--- config.mk ---
export PLATFORM = sky130hd
export DESIGN_NAME = glodu_front
export DESIGN_NICKNAME = d
export VERILOG_FILES = /design/src/glodu_pkg.sv /design/src/glodu_front.sv
export SDC_FILE = /design/constraint.sdc
export NUM_CORES = 1
export LEC_CHECK = 0
export ABC_AREA = 1
export BUFFER_PORTS_ARGS = -buffer_cell sky130_fd_sc_hd__buf_4
export CAP_MARGIN = 20
export CORE_MARGIN = 1.5
export CORE_UTILIZATION = 53
export CTS_BUF_LIST = sky130_fd_sc_hd__clkbuf_8
export DETAILED_ROUTE_END_ITERATION = 7
export GPL_ROUTABILITY_DRIVEN = 0
export GPL_TIMING_DRIVEN = 0
export PLACE_DENSITY = 0.87
export SYNTH_ARGS = -nofsm -noshare
export SYNTH_HDL_FRONTEND = slang
export SYNTH_SLANG_ARGS = --single-unit
--- constraint.sdc ---
create_clock -name clock -period 6.5 [get_ports clock]
set_input_delay 1.3 -clock clock [delete_from_list [all_inputs] [get_ports clock]]
set_output_delay 1.3 -clock clock [all_outputs]
set_load 0.01 [all_outputs]
--- src/glodu_pkg.sv ---
// Package for the log-odds grid ray updater: sizes, register indexes,
// the job record passed from front to back, and small helpers.
// No dependencies.
`timescale 1ns / 1ps

package glodu_pkg;

   // default grid size
   localparam int GRID_WIDTH_DEF  = 256;
   localparam int GRID_HEIGHT_DEF = 256;

   // queue between front and back
   localparam int QUEUE_DEPTH = 2;

   // field widths
   localparam int COORD_W = 11;
   localparam int DELTA_W = 12;
   localparam int STEPS_W = 11;
   localparam int CELL_W  = 16;

   // control register indexes
   localparam logic [1:0] CSR_OCCUPIED_STEP = 2'd0;
   localparam logic [1:0] CSR_FREE_STEP     = 2'd1;
   localparam logic [1:0] CSR_MAX_RANGE     = 2'd2;

   // reset values of the control registers
   localparam logic [15:0] OCCUPIED_STEP_RST = 16'd217;
   localparam logic [15:0] FREE_STEP_RST     = 16'hFF27;
   localparam logic [15:0] MAX_RANGE_RST     = 16'd1280;

   // cleared cell value, -1.0 in Q8.8
   localparam logic signed [CELL_W-1:0] CELL_RST = -16'sd256;

   // function codes
   localparam logic FUNC_UPDATE = 1'b0;
   localparam logic FUNC_READ   = 1'b1;

   // classified item handed to the back end
   typedef struct packed {
      logic                       is_read;
      logic signed [COORD_W-1:0]  start_x;
      logic signed [COORD_W-1:0]  start_y;
      logic signed [COORD_W-1:0]  end_x;
      logic signed [COORD_W-1:0]  end_y;
      logic signed [DELTA_W-1:0]  delta_x;
      logic signed [DELTA_W-1:0]  delta_y;
      logic        [STEPS_W-1:0]  steps;
      logic                       do_corners;
      logic                       end_occupied;
   } job_type;

   // saturating Q8.8 add
   function automatic logic signed [CELL_W-1:0] sat_add(
      input logic signed [CELL_W-1:0] a,
      input logic signed [CELL_W-1:0] b
   );
      logic signed [CELL_W:0] s;
      s = {a[CELL_W-1], a} + {b[CELL_W-1], b};
      if (s[CELL_W] != s[CELL_W-1]) begin
         sat_add = s[CELL_W] ? {1'b1, {(CELL_W-1){1'b0}}} : {1'b0, {(CELL_W-1){1'b1}}};
      end else begin
         sat_add = s[CELL_W-1:0];
      end
   endfunction

endpackage

--- src/glodu_front.sv ---
// Front end: accepts request items, computes ray deltas and step count,
// and holds the classified job until the queue takes it. Uses glodu_pkg.
`timescale 1ns / 1ps

module glodu_front import glodu_pkg::*; (
   input  logic                      clock,
   input  logic                      reset,
   input  logic                      req_valid,
   output logic                      req_ready,
   input  logic                      req_func,
   input  logic signed [COORD_W-1:0] req_start_x,
   input  logic signed [COORD_W-1:0] req_start_y,
   input  logic signed [COORD_W-1:0] req_end_x,
   input  logic signed [COORD_W-1:0] req_end_y,
   input  logic                      req_end_occupied,
   input  logic [15:0]               req_beam_range,
   input  logic [15:0]               max_range,
   output logic                      job_valid,
   input  logic                      job_ready,
   output job_type                   job
);

   logic    valid_ff, valid_in;
   job_type job_ff, job_in;
   logic signed [DELTA_W-1:0] dx, dy;
   logic [DELTA_W-1:0] adx, ady;

   // deltas and step count
   always_comb begin
      dx  = {req_end_x[COORD_W-1], req_end_x} - {req_start_x[COORD_W-1], req_start_x};
      dy  = {req_end_y[COORD_W-1], req_end_y} - {req_start_y[COORD_W-1], req_start_y};
      adx = dx[DELTA_W-1] ? DELTA_W'(-dx) : DELTA_W'(dx);
      ady = dy[DELTA_W-1] ? DELTA_W'(-dy) : DELTA_W'(dy);
      job_in.is_read      = (req_func == FUNC_READ);
      job_in.start_x      = req_start_x;
      job_in.start_y      = req_start_y;
      job_in.end_x        = req_end_x;
      job_in.end_y        = req_end_y;
      job_in.delta_x      = dx;
      job_in.delta_y      = dy;
      job_in.steps        = (adx > ady) ? adx[STEPS_W-1:0] : ady[STEPS_W-1:0];
      job_in.do_corners   = (req_beam_range != max_range);
      job_in.end_occupied = req_end_occupied;
   end

   assign req_ready = !valid_ff || job_ready;

   always_comb begin
      valid_in = valid_ff;
      if (req_valid && req_ready) begin
         valid_in = 1'b1;
      end else if (job_ready) begin
         valid_in = 1'b0;
      end
   end

   always_ff @(posedge clock) begin
      if (reset) begin
         valid_ff <= 1'b0;
      end else begin
         valid_ff <= valid_in;
      end
      if (req_valid && req_ready) begin
         job_ff <= job_in;
      end
   end

   assign job_valid = valid_ff;
   assign job       = job_ff;

endmodule

==> key figures <==
Outcome
  • Status: finished, final reports clean

Cells and area
  • Syn-to-layout area delta: 31.8%
  • Fin cells: between 800 and 900
  • ANT cells: 0
  • Share of cells above drive strength 1: 29.5%
  • Final Net Count: between 800 and 900

Global routing
  • Vias in the first global route: about 4500
  • First-pass GRT wire length: 19.4 mm
  • Initial antenna violation count: 0
  • Largest net degree at the start of global routing: 33
  • GRT Residual Overflow: 0
  • Gr usage total: ~24%

STA
  • Setup TNS: 0 ps
  • F_max: between 200 and 250 MHz
  • Min setup slack post-route: 1850 ps
  • RSZ-0062 raised after global routing: false
  • Worst-Margin Slew: ~900 ps
  • Final Hold Vio Count: 0
  • Final Cycle Share: a little under three quarters
  • Max Slew Vio Count: 0
  • Slew headroom: approximately two fifths
  • Worst Hold Slack: around 540 ps
  • Final Setup Violations: 0
  • Final min period: between 4000 and 5000 ps
  • Layout Skew: between 8 and 9 ps

Detailed routing
  • DRC viols: 0
  • Vias: 4639
  • Post-route ant nets: 0
  • TritonRoute pass-1 iters: 5
  • Routed len/inst: about 14 um
  • Final wirelength: ~12 mm
  • DR iter-0 viols: approximately 280
  • Via/cell ratio: around 5.2

Synthesis
  • Biggest area consumer among synthesized cells: edfxtp_1
  • Top post-synthesis cells by area: edfxtp_1 (48%), nand2_1 (11%), ha_1 (8.7%), inv_1 (8.1%), nand3_1 (4.2%)
  • Syn Std Cell Area: roughly 0.0052 sq mm
  • Cell variety after synth: 36
  • Synth Instances: about 590
  • Mean Syn Cell Area: 8.80 sq um
  • Ys async rst share: 0%
  • Top FF cell, synth: edfxtp_1
  • Most common cell in the netlist: nand2_1
  • Synthesis-stage register bit count: 83
  • Register area share after synthesis: 48.0%
  • Most frequent cells after synthesis: nand2_1 (155), inv_1 (112), edfxtp_1 (82), nand3_1 (43), ha_1 (36)
  • Synth warnings: 0
  • Post-synth EDFFs: 82
  • Syn nets: roughly 710
  • Share of the synthesized area in the top cell type: between 40% and 50%

Floorplanning
  • Core Region: between 0.009 and 0.01 sq mm
  • Initial Util: between 50% and 60%
  • Die Wd: 102 um
  • Ports: roughly 170
  • Row count: 35
  • Die height: just over 100 um
  • DIE AREA: 0.0104 sq mm

Pwr
  • LEAKAGE: between 0.003 and 0.004 uW
  • Pwr dens: around 250 mW/mm^2
  • Maximum VDD drop: 0.134 mV

Clock network
  • CTS buffer count: 9
  • Clock root cell: clkbuf_8
  • Postcts setup bufs: 0
  • Worst skew pair latency: 360 ps
  • CTS H-Tree Depth: 3
  • Hold buffers post-CTS: 0
  • TritonCTS clock tree: yes
  • Resize count post-CTS: 0
  • CTS Sinks: 83
  • Worst-path clk slew: approximately 90 ps
  • Max Root-Sink Buffers: 2

Hold path
  • Min-delay worst type: flip-flop to flip-flop

Worst setup path
  • CP Class: primary input to flip-flop
  • Type of element capturing the critical path: flip-flop
  • Critical Path Fanout Max: 10
  • Startpoint types: primary input
  • Crit path arrival time: 4760 ps
  • CP required: ~6600 ps

Placement
  • Port Buffers: between 150 and 200
  • Dpl cells: between 800 and 900
  • Detail Placement HPWL: 9.42 mm
  • DP Worst Slack: between 1500 and 2000 ps

Flow run
  • Max Cap Viol: 0
==> flip-flops by register name, summed over array words and instances, names as in the netlist <==
register and flops:
job 82, job_valid 1
==> cell families after synthesis <==
family,Yosys count,share of synthesized area (%)
buffers and inverters,121,9.35
adder cells (fa/ha/maj),38,9.49
XOR/XNOR,20,3.54
AND/OR/NAND/NOR,279,24.5
flip-flops,83,48.0
AO/OA/AOI/OAI,46,5.13
==> power by group <==
group / internal (uW) / switching, uW / total (uW)
Sequential: 677 / 18.6 / 696
Combinational: 273 / 381 / 654
Clock: 177 / 196 / 372
Total: 1130 / 596 / 1720
==> cells in the final DEF, fill, tap and decap left out, drive strengths merged, types with 3 or more instances in the layout <==
cell type | netlist | routed
xnor2 | 10 | 10
edfxtp | 82 | 82
clkbuf | 0 | 9
inv | 117 | 119
buf | 4 | 171
clkinv | 0 | 3
or2 | 3 | 3
nand3 | 46 | 46
nand3b | 5 | 5
a21oi | 16 | 16
nand2 | 174 | 174
nor3 | 6 | 6
ha | 36 | 36
nor2 | 28 | 28
xor2 | 10 | 10
nor4 | 3 | 3
a31oi | 3 | 3
o21ai | 20 | 20
nand4 | 14 | 14
==> stage by stage <==
| step | utilization (%) | area [sq um] | power (uW) |
|---|---|---|---|
| floorplan | - | 5170 | 1120 |
| global placement | 70.4 | 6570 | 1320 |
| detailed placement | 71.0 | 6620 | 1350 |
| CTS | 73.0 | 6810 | 1720 |
| global route | 73.0 | 6810 | 1840 |
| finish | 73.0 | 6810 | 1720 |
==> layout make-up <==
| class | count | area (sq um) |
|---|---|---|
| buffer | 4 | 43.8 |
| sequential | 83 | 2480 |
| tap | 129 | 161 |
| multi-input combinational | 383 | 2210 |
| fill | 659 | 2520 |
| inverter | 117 | 439 |
| clock inverter | 7 | 68.8 |
| timing repair buffer | 167 | 1280 |
| clock buffer | 9 | 124 |
==> critical path, stage by stage <==
cell and delay [ps]:
buf_4 110, inv_1 50, ha_1 140, inv_1 100
fa_1 410, nor2_1 140, nor2_2 80, nor3_1 280
nand3_1 160, nor2_1 160, nand2_1 110, nor4_1 280
nand2_1 80, ha_1 320, nand2_1 80, nor2_1 40
a211oi_1 220, o211ai_1 120, o21ai_0 110, inv_1 100
buf_4 190, nand2_1 70, o21ai_1 80
==> worst paths after layout <==
check / start / endpoint / slack (ps) / depth (start not counted)
worst max-delay path: req_end_y[0] / job[9] / 1850 / 23
worst min-delay path: job_valid / job_valid / 540 / 2
worst max register to register: job_valid / job[24] / 4580 / 3
worst min register to register: job_valid / job_valid / 540 / 2
==> routing by layer <==
| metal | track usage [%] | up-vias | share of wire [%] |
|---|---|---|---|
| met3 | 4.35 | 35 | 6.7 |
| met2 | 41.5 | 209 | 50 |
| met4 | 11.6 | 0 | 3.0 |
| met5 | 0 | - | 0 |
| li1 | - | 2272 | - |
| met1 | 29.0 | 2123 | 40 |
Power figures use the tool's default switching activity.
