==> config.mk <==
export PLATFORM = sky130hd
export DESIGN_NAME = glodu_queue
export DESIGN_NICKNAME = d
export VERILOG_FILES = /design/src/glodu_pkg.sv /design/src/glodu_queue.sv
export SDC_FILE = /design/constraint.sdc
export NUM_CORES = 1
export LEC_CHECK = 0
export ABC_CLOCK_PERIOD_IN_PS = 3380
export BUFFER_PORTS_ARGS = -buffer_cell sky130_fd_sc_hd__buf_2
export CAP_MARGIN = 20
export CORE_MARGIN = 4
export CORE_UTILIZATION = 54
export CTS_BUF_LIST = sky130_fd_sc_hd__clkbuf_8
export DETAILED_ROUTE_END_ITERATION = 8
export PLACE_DENSITY = 0.82
export SYNTH_ARGS = -nofsm -noshare
export SYNTH_HDL_FRONTEND = slang
export SYNTH_SLANG_ARGS = --single-unit
==> constraint.sdc <==
create_clock -name clock -period 3.38 [get_ports clock]
set_clock_uncertainty 0.1 [all_clocks]
set_input_delay 0.676 -clock clock [delete_from_list [all_inputs] [get_ports clock]]
set_output_delay 0.676 -clock clock [all_outputs]
set_load 0.02 [all_outputs]
==> src/glodu_pkg.sv <==
// Package for the log-odds grid ray updater: sizes, register indexes,
// the job record passed from front to back, and small helpers.
// No dependencies.
`timescale 1ns / 1ps

package glodu_pkg;

   // default grid size
   localparam int GRID_WIDTH_DEF  = 256;
   localparam int GRID_HEIGHT_DEF = 256;

   // queue between front and back
   localparam int QUEUE_DEPTH = 2;

   // field widths
   localparam int COORD_W = 11;
   localparam int DELTA_W = 12;
   localparam int STEPS_W = 11;
   localparam int CELL_W  = 16;

   // control register indexes
   localparam logic [1:0] CSR_OCCUPIED_STEP = 2'd0;
   localparam logic [1:0] CSR_FREE_STEP     = 2'd1;
   localparam logic [1:0] CSR_MAX_RANGE     = 2'd2;

   // reset values of the control registers
   localparam logic [15:0] OCCUPIED_STEP_RST = 16'd217;
   localparam logic [15:0] FREE_STEP_RST     = 16'hFF27;
   localparam logic [15:0] MAX_RANGE_RST     = 16'd1280;

   // cleared cell value, -1.0 in Q8.8
   localparam logic signed [CELL_W-1:0] CELL_RST = -16'sd256;

   // function codes
   localparam logic FUNC_UPDATE = 1'b0;
   localparam logic FUNC_READ   = 1'b1;

   // classified item handed to the back end
   typedef struct packed {
      logic                       is_read;
      logic signed [COORD_W-1:0]  start_x;
      logic signed [COORD_W-1:0]  start_y;
      logic signed [COORD_W-1:0]  end_x;
      logic signed [COORD_W-1:0]  end_y;
      logic signed [DELTA_W-1:0]  delta_x;
      logic signed [DELTA_W-1:0]  delta_y;
      logic        [STEPS_W-1:0]  steps;
      logic                       do_corners;
      logic                       end_occupied;
   } job_type;

   // saturating Q8.8 add
   function automatic logic signed [CELL_W-1:0] sat_add(
      input logic signed [CELL_W-1:0] a,
      input logic signed [CELL_W-1:0] b
   );
      logic signed [CELL_W:0] s;
      s = {a[CELL_W-1], a} + {b[CELL_W-1], b};
      if (s[CELL_W] != s[CELL_W-1]) begin
         sat_add = s[CELL_W] ? {1'b1, {(CELL_W-1){1'b0}}} : {1'b0, {(CELL_W-1){1'b1}}};
      end else begin
         sat_add = s[CELL_W-1:0];
      end
   endfunction

endpackage

==> src/glodu_queue.sv <==
// Short job queue between front and back end.
// Uses glodu_pkg for the job record.
`timescale 1ns / 1ps

module glodu_queue import glodu_pkg::*; (
   input  logic    clock,
   input  logic    reset,
   input  logic    push_valid,
   output logic    push_ready,
   input  job_type push_job,
   output logic    pop_valid,
   input  logic    pop,
   output job_type pop_job
);

   localparam int PW = (QUEUE_DEPTH > 1) ? $clog2(QUEUE_DEPTH) : 1;
   localparam int CW = $clog2(QUEUE_DEPTH + 1);

   job_type slot_ff [QUEUE_DEPTH];
   logic [PW-1:0] wr_ff, rd_ff;
   logic [CW-1:0] cnt_ff;
   logic do_push, do_pop;

   assign push_ready = (cnt_ff != CW'(QUEUE_DEPTH));
   assign pop_valid  = (cnt_ff != '0);
   assign do_push    = push_valid && push_ready;
   assign do_pop     = pop && pop_valid;
   assign pop_job    = slot_ff[rd_ff];

   always_ff @(posedge clock) begin
      if (reset) begin
         wr_ff  <= '0;
         rd_ff  <= '0;
         cnt_ff <= '0;
      end else begin
         if (do_push) begin
            wr_ff <= (wr_ff == PW'(QUEUE_DEPTH - 1)) ? '0 : wr_ff + 1'b1;
         end
         if (do_pop) begin
            rd_ff <= (rd_ff == PW'(QUEUE_DEPTH - 1)) ? '0 : rd_ff + 1'b1;
         end
         cnt_ff <= cnt_ff + CW'(do_push) - CW'(do_pop);
      end
      if (do_push) begin
         slot_ff[wr_ff] <= push_job;
      end
   end

endmodule

==> results of run 1 <==
cells in the final DEF (no fill, tap or decap):
cell	count
ha_1	1
xor2_1	1
a32oi_1	1
buf_4	5
and3_4	1
dfxtp_1	4
mux2_2	82
or2_2	1
bufinv_16	3
o21ai_0	2
clkinvlp_4	3
inv_6	1
buf_12	2
clkinv_4	2
edfxtp_1	164
nand3b_1	1
a21bo_2	1
mux2_1	1
clkbuf_8	19
inv_1	3
a21bo_1	1
dfxtp_4	1
a21oi_1	1
nor2_1	5
and2b_1	1
nand2b_1	1
nor2b_1	2
clkinv_2	2
nand3_1	1
buf_2	169
a211oi_1	1
power by group through the flow:
stage / Clock [mW] / Sequential [mW] / Combinational [mW]
after global placement: 0 / 2.69 / 1.24
final: 1.43 / 2.66 / 1.24
after floorplan: 0 / 2.64 / 0.906
after CTS: 1.47 / 2.66 / 1.26
after global routing: 1.59 / 2.68 / 1.33
after detailed placement: 0 / 2.71 / 1.25
cell type report:
class                   instances  area [sq um]
clock buffers                  19         261.5
clock inverters                13         155.1
fillers                       751          3400
inverters                       1         5.005
multi-input cells             105          1082
flip-flops and latches        169          5029
well taps                     140         175.2
repair buffers                176         923.4
through the flow:
step,instance area [sq um],power (mW),hold WS [ns]
global route,7631,5.592,0.2803
global placement,7214,3.932,0.3873
detailed placement,7214,3.958,0.4158
CTS,7631,5.389,0.2912
finish,7631,5.329,0.3201
floorplan,6171,3.549,0.3725
critical path: cells and delay by family, from the launching register on:
family	cells	cell delay, ns
muxes	1	0.37
DFF	1	0.72
buffers and inverters	2	0.49
layer usage:
metal	up-vias	track usage [%]
met5	-	0
met4	0	6.886
met3	12	6.263
met2	123	28.63
met1	1559	19.58
li1	1495	-
worst paths after layout:
path,slack [ns],cells after the start,end
worst max register to register,1.32,3,slot_ff[1][28]
worst min-delay path,0.32,1,slot_ff[0][78]
worst min register to register,0.43,2,rd_ff
worst max-delay path,0.59,3,pop_job[11]
flip-flops by register name, summed over array words and instances (netlist names), named ones only:
| name | count |
|---|---|
| slot_ff | 164 |
| wr_ff | 1 |
| rd_ff | 1 |
| cnt_ff | 2 |
kinds of logic after synthesis:
kind of cell,Yosys count
xor+xnor,1
fa+ha+maj,1
buf+inv,10
mux,83
flops,169
simple gates,13
compound gates,7
==> results_dict.tcl, run 1 <==
set metrics [dict create \
    clockRootBuffer "clkbuf_8" \
    cpPeakStageDelay_ns 0.72 \
    top_layer_used "met4" \
    synth_top_area_share_pct 79.81 \
    ir_drop_mv 0.3472 \
    synth-simple-area-share_pct 1.135 \
    cts_buffer_depth 2 \
    dr.first_iter.drc_count 125 \
    synth_area_leaders "edfxtp_1 (80%), mux2_2 (15%), dfxtp_1 (1.6%)" \
    clkLatencyLatePin_ns 0.44 \
    slew_headroom_pct 59.21 \
    tritoncts "done" \
    dieArea_sq_um 13200 \
    internal_power_mw 3.837 \
    cp-end-kind "primary output" \
    p_leak_nw 2.870 \
    yosysWarnings 0 \
    worstPathRequired_ns 2.60 \
    synthXorXnorAreaFrac_pct 0.1419 \
    synth-edff-count 164 \
    place_ws_ns 1.029 \
    synth-compound-area-share_pct 0.8313 \
    async_flop_share_pct 0 \
    crit_arrival_ns 2.01 \
    min_period_ns 2.788 \
    status "finished clean" \
    wl_met3_microns 893 \
    cts_hold_buf 0 \
    crit_type "flop to primary output" \
    numPortBuffers 169 \
    synth_cell_type_count 23 \
    routabilityCongestion 0.7173 \
    final_util_pct 69.18 \
    reg2reg_from "cnt_ff[0]" \
    fin_nets 557 \
    cts_setup_buffers 0 \
    antenna_found_initial 0 \
    synthTopCellsByCount "edfxtp_1 (164), mux2_2 (82), buf_4 (8)" \
    dr_wl_met2_mm 5.615 \
    dieHeight_microns 114.9 \
    seq_area_frac_synth_pct 81.43 \
    antenna_left 0 \
    path_max_fanout 39 \
    die_x_microns 114.9 \
    synthAdderAreaFrac_pct 0.2028 \
    fmax_mhz 358.7 \
    wl_per_cell_microns 17.39 \
    first_pass_iters 4 \
    grt_usage_pct 16.92 \
    hold_start "push_job[78]" \
    grt_max_degree 40 \
    fin_crit_sh_pct 82.49 \
    crit_slowest_cell "dfxtp_4" \
    dp.cells 591 \
    viasPerCell 5.119 \
    cts_buffers 17 \
    synthMuxAreaShare_pct 15.15 \
    layout-drive-gt1-share_pct 60.46 \
    grt_pass1_wl_mm 16.50 \
    wl_met1_mm 4.216 \
    yosys.area.top_type "edfxtp_1" \
    ctsResizeCount 0 \
    drc_errors 0 \
    clkSinkCount 169 \
    yosysMostFrequentCell "edfxtp_1" \
    vias 3189 \
    instances_no_fill 623 \
    grt_overflow 0 \
    io_pins 170 \
    area_delta_synth_final_pct 23.66 \
    rows 38 \
    antenna_cells 0 \
    cp-start-kind "flop" \
    cap_viol_max_count 0 \
    dp_hpwl_mm 7.422 \
    clkPwrFrac_pct 26.9 \
    setup_viol 0 \
    syn_avg_cell_area_sq_um 21.73 \
    setup_tns_ns 0 \
    pwr-share-seq_pct 49.9 \
    synth_nets 371 \
    crit_chain "buf_4, mux2_2, buf_2" \
    drv_slew 0 \
    synth_area_sq_um 6171 \
    p_sw_mw 1.492 \
    combPwrFrac_pct 23.2 \
    worst_pin_slew_ns 0.6112 \
    min_path_type "primary input to flop" \
    p_per_area_nw_per_um2 698.3 \
    switching_share_pct 27.99 \
    hold_viol 0 \
    syn_inst 284 \
    rsz0062_at_grt "false" \
    first_global_vias 3354 \
    routed_wirelength_mm 10.83 \
    coreArea_sq_um 11030 \
    h-tree-depth 4 \
    synth_top_family_by_area "multiplexers" \
    synth_ff_type "edfxtp_1" \
    ys_ff_latch 169 \
    setup_slack_ns 0.5918 \
    initial_core_util_pct 55.94 \
    clk_pin_slew_ns 0.08 \
]
(Power assumes the default switching activity.)
==> inputs of run 2 (changes only) <==
--- a/config.mk
+++ b/config.mk
@@ -5,7 +5,7 @@
 export SDC_FILE = /design/constraint.sdc
 export NUM_CORES = 1
 export LEC_CHECK = 0
-export ABC_CLOCK_PERIOD_IN_PS = 3380
+export ABC_CLOCK_PERIOD_IN_PS = 2700
 export BUFFER_PORTS_ARGS = -buffer_cell sky130_fd_sc_hd__buf_2
 export CAP_MARGIN = 20
 export CORE_MARGIN = 4
==> constraint.sdc (replaced) <==
create_clock -name clock -period 2.7 [get_ports clock]
set_clock_uncertainty 0.1 [all_clocks]
set_input_delay 0.54 -clock clock [delete_from_list [all_inputs] [get_ports clock]]
set_output_delay 0.54 -clock clock [all_outputs]
set_load 0.02 [all_outputs]
==> run 2 against run 1 <==
  * Final area is 0.48% lower
  * Via count is 1.1% higher
  * Die area stayed put
  * Sequential share of layout area is 0.31 points higher
  * Critical path depth stayed put
  * Combinational power is 31% higher
  * Highest routed layer unchanged
==> results_dict.tcl, run 2 (synthesis gave the netlist of run 1 again) <==
set metrics [dict create \
    first_global_vias 3485 \
    initial_core_util_pct 55.94 \
    cts_buffers 17 \
    status "finished clean" \
    numPortBuffers 169 \
    ctsResizeCount 0 \
    cp-end-kind "primary output" \
    cpPeakStageDelay_ns 0.45 \
    crit_slowest_cell "buf_4" \
    clkSinkCount 169 \
    h-tree-depth 4 \
    die_x_microns 114.9 \
    grt_pass1_wl_mm 17.72 \
    grt_max_degree 49 \
    tritoncts "done" \
    rows 38 \
    crit_chain "buf_4, mux2_2, buf_2" \
    fillers 742 \
    min_period_ns 2.459 \
    cts_setup_buffers 0 \
    clk_pin_slew_ns 0.08 \
    cp-start-kind "flop" \
    setup_tns_ns 0 \
    cts_hold_buf 0 \
    crit_arrival_ns 1.82 \
    dieHeight_microns 114.9 \
    grt_overflow 0 \
    antenna_found_initial 0 \
    io_pins 170 \
    cts_buffer_depth 2 \
    multiInputGateArea_sq_um 1082 \
    antenna_cells 0 \
    drc_errors 0 \
    ir_drop_mv 0.5410 \
    fmax_mhz 406.6 \
    drv_slew 0 \
    final_util_pct 68.85 \
    slew_headroom_pct 57.24 \
    worstPathRequired_ns 2.06 \
    clkLatencyLatePin_ns 0.43 \
    first_pass_iters 4 \
    reg_top3 "slot_ff x164, cnt_ff x2" \
    routed_wirelength_mm 11.35 \
    p_leak_nw 2.842 \
    coreArea_sq_um 11030 \
    crit_type "flop to primary output" \
    layout-drive-gt1-share_pct 59.92 \
    worst_pin_slew_ns 0.6414 \
    min_path_type "primary input to flop" \
    r2r_slack_ns 0.68 \
    fin_crit_sh_pct 91.09 \
    regArea_sq_um 5029 \
    dieArea_sq_um 13200 \
    p_per_area_nw_per_um2 860.4 \
    antenna_left 0 \
    rsz0062_at_grt "false" \
    viasPerCell 5.165 \
    dp_hpwl_mm 7.706 \
    path_max_fanout 39 \
    hold_viol 0 \
    final_common_cell "buf_2" \
    largest_register_ffs 164 \
    wl_per_cell_microns 18.18 \
    grt_usage_pct 17.95 \
    fin_nets 558 \
    final_cell_mix "buf_2 (169), edfxtp_1 (164), mux2_2 (82), clkbuf_8 (17), buf_4 (6)" \
    cap_viol_max_count 0 \
    dr.first_iter.drc_count 156 \
    vias 3223 \
    area_delta_synth_final_pct 23.07 \
    routabilityCongestion 0.7681 \
    regMostFlops "slot_ff" \
    setup_viol 0 \
    clockRootBuffer "clkbuf_8" \
]
-- run 2: changes by cell type in the layout (fill, tap and decap cells not counted), sizes merged --
cell	previous run	this run
inv	4	3
clkinvlp	3	4
buf	176	177
bufinv	3	2
clkinv	4	7
clkbuf	19	17
-- run 2: final cells by class --
type / instances / area share [%]
tap: 140 / 2.306
timing repair buffer: 177 / 12.26
inverter: 1 / 0.09885
sequential: 169 / 66.21
clock buffer: 17 / 3.081
clock inverter: 15 / 1.796
multi-input combinational: 105 / 14.25
-- run 2: path summary, 6_finish.rpt --
| kind | start | to | cells after the start |
|---|---|---|---|
| setup / recovery | flop | pop_job[51] | 3 |
| hold / removal | push_job[19] | slot_ff[1][19] | 1 |
| setup reg to reg | cnt_ff[0] | slot_ff[0][52] | 4 |
| hold reg to reg | rd_ff | flop | 2 |
-- run 2: per-layer routing --
layer / global-route usage, % / part of all wire, %
met3: 6.316 / 8.7
met2: 29.48 / 50
met4: 7.277 / 1.9
met1: 21.83 / 39
met5: 0 / 0
-- run 2: where the power goes --
group | internal, mW | total, mW | switching (mW)
clock | 0.805 | 1.65 | 0.845
sequential | 3.19 | 3.26 | 0.0776
combinational | 0.660 | 1.62 | 0.961
-- run 2: worst max-delay path, delay by kind of cell, from the launching register on --
kind / cells / cell delay [ns]
buffers and inverters: 2 / 0.61
multiplexers: 1 / 0.40
flip-flops: 1 / 0.36
-- run 2: through the flow --
stage                     setup WS, ns  instances  hold WS [ns]  power (mW)  cell area [sq um]
after floorplan                 0.1777        284        0.3725       4.436               6176
after global placement          0.6981        592        0.3862       4.925               7224
after detailed placement        0.6633        592        0.4033       4.964               7224
after CTS                       0.2063        624        0.1593       6.618               7595
after global routing            0.1468        624        0.1586       6.836               7595
final                           0.2407        624        0.1956       6.535               7595
